File: src/rtl/aes_sbox_pkg.sv
// Package with GF(2^8) arithmetic and affine transforms for the AES S-box.
`timescale 1ns / 1ps
`default_nettype none

package aes_sbox_pkg;

    // Reduction term of x^8+x^4+x^3+x+1 once x^8 is dropped.
    localparam logic [7:0] GF_REDUCE = 8'h1B;
    // Constant added by the forward affine transform.
    localparam logic [7:0] FWD_CONST = 8'h63;
    // Constant added by the inverse affine transform.
    localparam logic [7:0] INV_CONST = 8'h05;

    // Shift-and-add multiply in GF(2^8), reducing after each shift.
    function automatic logic [7:0] gf_mul(input logic [7:0] a, input logic [7:0] b);
        logic [7:0] acc;
        logic [7:0] x;
        acc = '0;
        x   = a;
        for (int i = 0; i < 8; i++)
        begin
            if (b[i])
            begin
                acc = acc ^ x;
            end
            x = {x[6:0], 1'b0} ^ (x[7] ? GF_REDUCE : 8'h00);
        end
        return acc;
    endfunction

    // Squaring is linear over GF(2), so this folds down to a few XOR gates.
    function automatic logic [7:0] gf_sq(input logic [7:0] a);
        return gf_mul(a, a);
    endfunction

    // Forward affine: b ^ rotl1 ^ rotl2 ^ rotl3 ^ rotl4 ^ 0x63.
    function automatic logic [7:0] affine_fwd(input logic [7:0] b);
        return b ^ {b[6:0], b[7]} ^ {b[5:0], b[7:6]} ^ {b[4:0], b[7:5]}
               ^ {b[3:0], b[7:4]} ^ FWD_CONST;
    endfunction

    // Inverse affine: rotl1 ^ rotl3 ^ rotl6 ^ 0x05.
    function automatic logic [7:0] affine_inv(input logic [7:0] b);
        return {b[6:0], b[7]} ^ {b[4:0], b[7:5]} ^ {b[1:0], b[7:2]} ^ INV_CONST;
    endfunction

endpackage

`default_nettype wire

File: src/rtl/aes_sbox_forward_inverse.sv
// AES forward and inverse S-box as a four-stage pipeline.
`timescale 1ns / 1ps
`default_nettype none

// The block takes one byte per clock cycle, every cycle, and busy stays low.
// Each item passes stages 1, 2 and 3 and the output register before its result
// shows on out_byte, with done high for a single cycle; the receiver cannot
// stall the block. The GF(2^8) inversion is computed as a^254 over three stages
// with one multiplier in the first and last stage and two side by side in the
// second, followed by the output register.
// The direction in inverse_mode is sampled when an item enters and travels with
// it; a cfg_we/cfg_wdata write is registered and applies to later items.
module aes_sbox_forward_inverse
    import aes_sbox_pkg::*;
(
    input  wire logic       clk,
    input  wire logic       rst_n,
    input  wire logic       cfg_we,
    input  wire logic       cfg_wdata,
    input  wire logic       start,
    output logic            busy,
    input  wire logic [7:0] in_byte,
    output logic            done,
    output logic [7:0]      out_byte
);

    // Direction register.
    logic inverse_mode_reg;
    logic inverse_mode_next;

    // Stage 1: a, a^2, a^3.
    logic       s1_valid_reg;
    logic       s1_mode_reg;
    logic [7:0] s1_a2_reg;
    logic [7:0] s1_a3_reg;
    logic       s1_valid_next;
    logic [7:0] s1_a_in;
    logic [7:0] s1_a2_next;
    logic [7:0] s1_a3_next;

    // Stage 2: a^14, a^15.
    logic       s2_valid_reg;
    logic       s2_mode_reg;
    logic [7:0] s2_a14_reg;
    logic [7:0] s2_a15_reg;
    logic [7:0] s2_a12;
    logic [7:0] s2_a14_next;
    logic [7:0] s2_a15_next;

    // Stage 3: a^254, the field inverse.
    logic       s3_valid_reg;
    logic       s3_mode_reg;
    logic [7:0] s3_inv_reg;
    logic [7:0] s3_a240;
    logic [7:0] s3_inv_next;

    // Output stage.
    logic       done_reg;
    logic [7:0] out_byte_reg;
    logic [7:0] out_byte_next;

    // The pipeline moves every cycle, so an item is always welcome.
    assign busy = 1'b0;

    // Configuration write.
    assign inverse_mode_next = cfg_we ? cfg_wdata : inverse_mode_reg;

    // Stage 1 logic: inverse affine on entry in inverse mode, then a^2 and a^3.
    assign s1_valid_next = start & ~busy;
    assign s1_a_in       = inverse_mode_reg ? affine_inv(in_byte) : in_byte;
    assign s1_a2_next    = gf_sq(s1_a_in);
    assign s1_a3_next    = gf_mul(s1_a2_next, s1_a_in);

    // Stage 2 logic: a^12 by two squarings, then a^15 and a^14.
    assign s2_a12      = gf_sq(gf_sq(s1_a3_reg));
    assign s2_a15_next = gf_mul(s2_a12, s1_a3_reg);
    assign s2_a14_next = gf_mul(s2_a12, s1_a2_reg);

    // Stage 3 logic: a^240 by four squarings, then a^254.
    assign s3_a240     = gf_sq(gf_sq(gf_sq(gf_sq(s2_a15_reg))));
    assign s3_inv_next = gf_mul(s3_a240, s2_a14_reg);

    // Output logic: forward affine after inversion in forward mode.
    assign out_byte_next = s3_mode_reg ? s3_inv_reg : affine_fwd(s3_inv_reg);

    // Control registers.
    always_ff @(posedge clk or negedge rst_n)
    begin
        if (!rst_n)
        begin
            inverse_mode_reg <= 1'b0;
            s1_valid_reg     <= 1'b0;
            s2_valid_reg     <= 1'b0;
            s3_valid_reg     <= 1'b0;
            done_reg         <= 1'b0;
        end
        else
        begin
            inverse_mode_reg <= inverse_mode_next;
            s1_valid_reg     <= s1_valid_next;
            s2_valid_reg     <= s1_valid_reg;
            s3_valid_reg     <= s2_valid_reg;
            done_reg         <= s3_valid_reg;
        end
    end

    // Payload registers.
    always_ff @(posedge clk)
    begin
        s1_mode_reg  <= inverse_mode_reg;
        s1_a2_reg    <= s1_a2_next;
        s1_a3_reg    <= s1_a3_next;
        s2_mode_reg  <= s1_mode_reg;
        s2_a14_reg   <= s2_a14_next;
        s2_a15_reg   <= s2_a15_next;
        s3_mode_reg  <= s2_mode_reg;
        s3_inv_reg   <= s3_inv_next;
        out_byte_reg <= out_byte_next;
    end

    assign done     = done_reg;
    assign out_byte = out_byte_reg;

    // An item taken in one stage shows up in the next stage in the following cycle.
    assert property (@(posedge clk) disable iff (!rst_n)
        s1_valid_reg |=> s2_valid_reg)
        else $error("stage 1 item did not reach stage 2");

    assert property (@(posedge clk) disable iff (!rst_n)
        s2_valid_reg |=> s3_valid_reg)
        else $error("stage 2 item did not reach stage 3");

    // A result strobe is only ever produced by an item leaving stage 3.
    assert property (@(posedge clk) disable iff (!rst_n)
        done |-> $past(s3_valid_reg))
        else $error("result strobe without an item in stage 3");

    // a^15 and a^14 are both zero exactly when the byte being inverted is zero.
    assert property (@(posedge clk) disable iff (!rst_n)
        s2_valid_reg |-> ((s2_a15_reg == 8'h00) == (s2_a14_reg == 8'h00)))
        else $error("zero handling of the inversion chain is inconsistent");

endmodule

`default_nettype wire
File: config.mk
export PLATFORM = sky130hd
export DESIGN_NAME = aes_sbox_forward_inverse
export DESIGN_NICKNAME = d
export VERILOG_FILES = /design/src/rtl/aes_sbox_pkg.sv /design/src/rtl/aes_sbox_forward_inverse.sv
export SDC_FILE = /design/constraint.sdc
export NUM_CORES = 1
export LEC_CHECK = 0
export ABC_AREA = 1
export ABC_CLOCK_PERIOD_IN_PS = 7200
export BUFFER_PORTS_ARGS = -buffer_cell sky130_fd_sc_hd__buf_2
export CAP_MARGIN = 20
export CORE_ASPECT_RATIO = 1.5
export CORE_MARGIN = 4
export CORE_UTILIZATION = 60
export DETAILED_ROUTE_END_ITERATION = 8
export PLACE_DENSITY_LB_ADDON = 0.1
export SLEW_MARGIN = 5
export SYNTH_ARGS = -nofsm -noshare
export SYNTH_HDL_FRONTEND = slang
export SYNTH_SLANG_ARGS = --single-unit
File: constraint.sdc
create_clock -name clk -period 7.2 [get_ports clk]
set_input_delay 1.44 -clock clk [delete_from_list [all_inputs] [get_ports clk]]
set_output_delay 1.44 -clock clk [all_outputs]
set_load 0.005 [all_outputs]
==> results of run 1 <==
## metrics by stage
stage | setup TNS, ns | util | cells | area [sq um]
2_1_floorplan | 0 | - | 2828 | 15100
3_3_place_gp | 0 | 0.631 | 3147 | 15500
3_5_place_dp | 0 | 0.631 | 3147 | 15500
4_1_cts | 0 | 0.637 | 3155 | 15600
5_1_grt | -0.0338 | 0.653 | 3172 | 16000
6_report | 0 | 0.653 | 3172 | 16000
## cell type report
class                      instances  area, sq um  area share
timing repair buffer              71          508      0.0317
clock buffer                       5          125     0.00782
sequential                        56         1150      0.0719
inverter                         310         1180      0.0737
multi-input combinational       2403        12600       0.788
clock inverter                     3         22.5     0.00141
tap                              324          405      0.0253
## layer usage
| layer | wire length, um | part of all wire | vias to the layer above | track usage |
|---|---|---|---|---|
| met5 | 0 | 0 | - | 0 |
| met4 | 2750 | 0.064 | 0 | 0.172 |
| met3 | 1800 | 0.042 | 198 | 0.0184 |
| met2 | 22700 | 0.53 | 575 | 0.582 |
| met1 | 16000 | 0.37 | 7648 | 0.316 |
| li1 | - | - | 8755 | - |
## cell families after synthesis
logic type / after synthesis / synth area share
AO/OA/AOI/OAI: 75 / 0.0275
buffers and inverters: 371 / 0.102
AND/OR/NAND/NOR: 1918 / 0.555
other: 1 / 0.000249
adder cells (fa/ha/maj): 7 / 0.00582
XOR/XNOR: 400 / 0.233
flip-flops: 56 / 0.0761
## cell usage after synthesis (3+ instances only)
master	number	area (sq um)
sky130_fd_sc_hd__buf_2	19	95.1
sky130_fd_sc_hd__xnor2_1	126	1100
sky130_fd_sc_hd__o21ai_0	34	170
sky130_fd_sc_hd__nand3_2	24	240
sky130_fd_sc_hd__ha_1	7	87.6
sky130_fd_sc_hd__o21bai_1	5	37.5
sky130_fd_sc_hd__o21ai_1	8	40.0
sky130_fd_sc_hd__inv_4	3	18.8
sky130_fd_sc_hd__nand4_1	21	131
sky130_fd_sc_hd__dfrtp_1	5	125
sky130_fd_sc_hd__nand3_1	353	1770
sky130_fd_sc_hd__nand2_2	69	432
sky130_fd_sc_hd__buf_6	10	113
sky130_fd_sc_hd__buf_1	3	11.3
sky130_fd_sc_hd__clkbuf_1	19	71.3
sky130_fd_sc_hd__or2_1	4	25.0
sky130_fd_sc_hd__inv_1	270	1010
sky130_fd_sc_hd__or2_2	9	56.3
sky130_fd_sc_hd__clkinv_1	11	41.3
sky130_fd_sc_hd__nand2_4	22	248
sky130_fd_sc_hd__o211ai_1	7	52.6
sky130_fd_sc_hd__nor2_2	8	50.1
sky130_fd_sc_hd__inv_2	26	97.6
sky130_fd_sc_hd__dfxtp_1	51	1020
sky130_fd_sc_hd__nand3b_1	18	135
sky130_fd_sc_hd__a21oi_1	18	90.1
sky130_fd_sc_hd__nand2_1	1147	4310
sky130_fd_sc_hd__nor2_1	234	878
sky130_fd_sc_hd__nor2_4	5	56.3
sky130_fd_sc_hd__buf_4	9	67.6
sky130_fd_sc_hd__xor2_1	273	2390
## layout by cell type, fill, tap and decap left out, drive strengths merged, types with 7 or more instances in the layout
cell type,count
clkinv,13
o21ai,42
nand2,1240
o211ai,7
inv,299
nand4,21
nor2,247
or2,14
nand3,378
nand3b,18
a21oi,19
xor2,273
xnor2,127
ha,7
dfxtp,51
buf,71
## critical path, delay by kind of cell, from the launching register on
kind                     cells  cell delay [ns]
adder cells (fa/ha/maj)      1             0.36
flip-flops                   1             0.37
AND/OR/NAND/NOR             50             5.10
buffers and inverters        5             0.69
## worst max path at each step
stage                                        to  cells after the start
after global placement    s3_inv_reg[5]$_DFF_P_                     54
after global routing      s3_inv_reg[5]$_DFF_P_                     59
final                     s3_inv_reg[4]$_DFF_P_                     56
after floorplan           s3_inv_reg[4]$_DFF_P_                     62
after detailed placement  s3_inv_reg[5]$_DFF_P_                     54
after CTS                 s3_inv_reg[5]$_DFF_P_                     55
## repair_timing
item / CTS / global route
gates resized for setup: 0 / 67
endpoints found under the setup margin: 0 / 8
hold buffers: 0 / 0
setup buffers: 0 / 15
hold endpoints to repair: 0 / 0
==> results.txt, run 1 <==
The largest net degree at the start of global routing is 20. The overall overflow remaining after global route came out at 0. The slew of the pin with the lowest slew margin is 0.610 ns. The total number of vias came out at 17176. The maximum count of clock buffers along a single path came out at 2. The number of CTS-inserted buffers is 5.

The synthesis-stage register bit count came out at 56. The minimum period implied by the final worst setup slack came out at 6.65 ns. Before antenna repair, the detailed router went through 7 iterations.

For this run, the slowest stage of the critical path takes 0.37 ns. The slowest stage of the critical path is the sky130_fd_sc_hd__dfxtp_2 cell. The endpoint with the worst hold slack is s3_mode_reg$_DFF_P_. The largest fanout on the critical path is 17.

The clock transition at the registers of the reported paths came out at 0.07 ns. The die outline width came out at 137 um. The post-synthesis async set-or-reset flop share is 0.0893. Routability-driven placement finished with a final weighted congestion of 0.992. The count of antenna-violating nets left after detailed routing is 0.

The die footprint is 27700 sq um. The post-synthesis cell type count came out at 40. For this run, design rule violations remaining after detail routing come to 0.

The most used flip-flop cell after synthesis is sky130_fd_sc_hd__dfxtp_1. The start point of the critical path is s2_a15_reg[0]$_DFF_P_. The cell count of the worst hold path came out at 0. In this run the number of H-tree levels came out at 2. In the final layout, the share of cells above drive strength 1 is 0.103. STA classifies the critical path startpoint as a flop. In this run the critical register-to-register path is captured at s3_inv_reg[4]$_DFF_P_. The register area share after synthesis came out at 0.0761. The number of rows in the core area is 70.

The relative slew slack came out at 0.592. On the final layout, the worst clock skew is 0.00750 ns. For this run, the total global-route usage over all layers was measured as 0.303. The count of port buffers added during placement came out at 21. Yosys mapped a number of flops with a built-in enable equal to 0. The number of sinks driven by the clock tree is 56. The number of failing setup endpoints in the final timing report is 0. The core outline area is 24500 sq um. The required time of the critical path came out at 7.39 ns. The max-cap violation count is 0. The detailed placer's ending HPWL is 34700 um. Using the TritonRoute via totals, the vias-per-cell ratio works out to 5.41. The critical path arrival came out at 6.84 ns. The critical path class is flop to flop.

The layout overhead on the synthesized area is 6.28%. The final worst hold slack is 0.329 ns. The post-route clock period utilization is 0.924. Setup repair after global routing could not meet its margin everywhere. In this run the most critical hold path is launched from s2_mode_reg$_DFF_P_. A synthesized cell averages 5.32 sq um. STA classifies the critical path endpoint as a flop.

The routed wire length per instance came out at 13.6 um. The register-to-register setup slack is 0.55 ns. The worst setup slack before clock tree synthesis is 0.0735 ns. The startpoint identified for the worst register-to-register timing path is s2_a15_reg[0]$_DFF_P_. The class of the worst hold path is flop to flop.

The via count of the first global-routing pass is 16020. The final routed wirelength across all metal layers is 43200 um. The number of filler cells placed in the layout is 2498. The I/O pin count came out at 23. The net count of the mapped netlist is 2848.

The die height is 202 um. The number of warning messages in the yosys log is 0. The critical path's most frequent cell is sky130_fd_sc_hd__nand2_1. Summing every instance area after synthesis gives 15100 sq um.

The net count of the finished layout is 2867. The worst-skew pair later-pin latency is 0.30 ns. The flow ran to the end, and the final reports show no timing, DRC or antenna violations.

The synthesized instance count came out at 2828. The initial antenna violation count came out at 0. For this configuration, the core starts out at a cell density of 0.614. The first global-routing pass estimated 71300 um of wire.

The number of antenna repair diodes came out at 0. The number of cells on the worst reg-to-reg path is 56. The number of pins exceeding their max-slew limit in the final report is 0. The final-report hold violation count is 0. The cell sitting at the root of the clock tree is a sky130_fd_sc_hd__clkbuf_16. TritonCTS built the clock tree.

Derived from the worst setup path, the maximum achievable clock frequency is 0.150 GHz. The setup slack of the critical path after layout came out at 0.550 ns. The number of DRC markers in iteration 0 came out at 1030.
Power of run 1 is left out: the tool's default activity adds up to more than one toggle a clock period on the data nets, which glitch-free logic cannot reach.
==> inputs of run 2 (changes only) <==
RECOVER_POWER = 50   (was unset)
==> results.txt, run 2 (synthesis gave the netlist of run 1 again) <==
The minimum period implied by the final worst setup slack is 6.65 ns (about the same). The ratio of cells with drive above 1 in the final layout came out at 0.101 (was 0.103). The post-route clock period utilization is 0.924 (about the same). The final-report hold violation count is 0 (unchanged).

The count of antenna-violating nets left after detailed routing came out at 0 (unchanged). The die outline width is 137 um (unchanged). The number of CTS-inserted buffers is 5 (unchanged). The max-cap violation count came to 0 (unchanged).

The core outline area came out at 24500 sq um (unchanged). The initial antenna violation count is 0 (unchanged). The category of the worst setup path capture point is a flop (unchanged).

The net count of the finished layout came to 2867 (unchanged). The kind of start point of the critical path is a flop (unchanged). The relative slew slack came to 0.592 (about the same). The detailed placer's ending HPWL came out at 34700 um (unchanged). The number of instances in the placed design was 3147 (unchanged). The register-to-register setup slack came out at 0.55 ns (about the same).

The critical path arrival is 6.84 ns (about the same). The worst-skew pair later-pin latency is 0.30 ns (about the same). The number of DRC violations after detailed routing came to 0 (unchanged). The critical path's most frequent cell was sky130_fd_sc_hd__nand2_1 (unchanged).

The die footprint is 27700 sq um (unchanged). The routed wire length per instance came out at 13.6 um (about the same). The I/O pin count is 23 (unchanged). The reg-to-reg startpoint was s2_a15_reg[0]$_DFF_P_ (unchanged). The achievable frequency is 0.150 GHz (about the same). The global-route wire length before repair was 71300 um (unchanged).

The number of failing setup endpoints in the final timing report is 0 (unchanged). The endpoint of the most critical register-to-register path is s3_inv_reg[4]$_DFF_P_ (unchanged). The largest fanout on the critical path is 17 (unchanged). The number of pins exceeding their max-slew limit in the final report is 0 (unchanged).

The critical path's largest stage delay is 0.37 ns (about the same). The clock transition at the registers of the reported paths is 0.07 ns (about the same). The maximum clock skew at final layout came out at 0.00787 ns (was 0.00750 ns). The routability congestion estimate is 0.992 (unchanged).

The layout overhead on the synthesized area is 6.24% (was 6.28%). The count of port buffers added during placement came out at 21 (unchanged). The via count of the first global-routing pass came out at 16020 (unchanged). The first-pass detailed-route iteration total came out at 8 (was 7).

The via density per instance was 5.41 (about the same). The initial core utilization is 0.614 (unchanged). The clock root buffer master is sky130_fd_sc_hd__clkbuf_16 (unchanged). The number of sinks driven by the clock tree came out at 56 (unchanged).

The number of antenna repair diodes is 0 (unchanged). The number of cells on the worst reg-to-reg path is 56 (unchanged). The largest net degree at the start of global routing came to 20 (unchanged). The total number of vias is 17164 (was 17176). The start point of the critical path is s2_a15_reg[0]$_DFF_P_ (unchanged). The final cell area excluding filler cells was 16000 sq um (about the same). The number of rows in the core area is 70 (unchanged).

The most common library cell in the layout ignoring fill and taps was sky130_fd_sc_hd__nand2_1 (unchanged). The required time of the critical path is 7.39 ns (about the same). The slew of the pin with the lowest slew margin came out at 0.610 ns (about the same). The critical path class is flop to flop (unchanged).

The class of the worst hold path is flop to flop (unchanged). The number of DRC markers in iteration 0 came to 1030 (unchanged). The post-placement cell area was 15500 sq um (unchanged). Highest-count cells in the layout ignoring fill and taps: 1130 x sky130_fd_sc_hd__nand2_1, 343 x sky130_fd_sc_hd__nand3_1, 273 x sky130_fd_sc_hd__xor2_1, 266 x sky130_fd_sc_hd__inv_1, 232 x sky130_fd_sc_hd__nor2_1 (unchanged). Result of the run: complete, no violations (unchanged).

The final routed wirelength across all metal layers is 43200 um (about the same). The H-tree depth reported by CTS is 2 (unchanged). The standard cell with the maximum stage delay on the critical path was sky130_fd_sc_hd__dfxtp_2 (unchanged). The capture point of the critical path was s3_inv_reg[4]$_DFF_P_ (unchanged).

The die height came out at 202 um (unchanged). The CTS tree is yes (unchanged). The maximum count of clock buffers along a single path came out at 2 (unchanged). Setup repair after global routing missed its margin: true (unchanged).

The overall overflow remaining after global route is 0 (unchanged). The overall routing resource usage is 0.303 (unchanged). The number of standard cells in the final layout excluding fillers is 3172 (unchanged).
[run 2: worst min-delay path by stage]
stage | slack (ns) | end | depth (start not counted) | startpoint
floorplan | 0.31 | s2_mode_reg$_DFF_P_ | 0 | s1_mode_reg$_DFF_P_
global placement | 0.31 | s2_mode_reg$_DFF_P_ | 0 | s1_mode_reg$_DFF_P_
detailed placement | 0.31 | s3_mode_reg$_DFF_P_ | 0 | s2_mode_reg$_DFF_P_
CTS | 0.33 | s3_mode_reg$_DFF_P_ | 0 | s2_mode_reg$_DFF_P_
global route | 0.34 | s2_mode_reg$_DFF_P_ | 0 | s1_mode_reg$_DFF_P_
finish | 0.33 | s3_mode_reg$_DFF_P_ | 0 | s2_mode_reg$_DFF_P_
[run 2: final cells by class]
| type | count | area (sq um) |
|---|---|---|
| multi-input combinational | 2403 | 12600 |
| fill | 2501 | 8530 |
| inverter | 310 | 1180 |
| sequential | 56 | 1150 |
| timing repair buffer | 71 | 502 |
| tap | 324 | 405 |
| clock buffer | 5 | 125 |
| clock inverter | 3 | 22.5 |
[run 2: per-layer routing]
| metal | GRT usage | vias to the layer above | part of all wire | routed length [um] |
|---|---|---|---|---|
| li1 | - | 8756 | - | - |
| met1 | 0.316 | 7643 | 0.37 | 16000 |
| met2 | 0.582 | 562 | 0.52 | 22700 |
| met3 | 0.0184 | 203 | 0.041 | 1760 |
| met4 | 0.172 | 0 | 0.064 | 2770 |
| met5 | 0 | - | 0 | 0 |
[run 2: critical path, delay by kind of cell, from the launching register on]
kind          cells  cell delay [ns]
fa+ha+maj         1             0.36
buf+inv           5             0.69
flops             1             0.37
simple gates     50             5.09
[run 2: metrics by stage]
stage	setup TNS [ns]	setup slack (ns)	util	hold slack (ns)
global placement	0	0.168	0.631	0.314
detailed placement	0	0.0735	0.631	0.314
global route	-0.0338	-0.0150	0.652	0.338
CTS	0	0.0429	0.637	0.332
finish	0	0.550	0.652	0.329
floorplan	0	0.690	-	0.310
[run 2: what timing repair did]
action	CTS	global route
resized for setup	0	67
endpoints found under the setup margin	0	8
hold buffers	0	0
setup buffers	0	15
Power of run 2 is left out for the same reason.
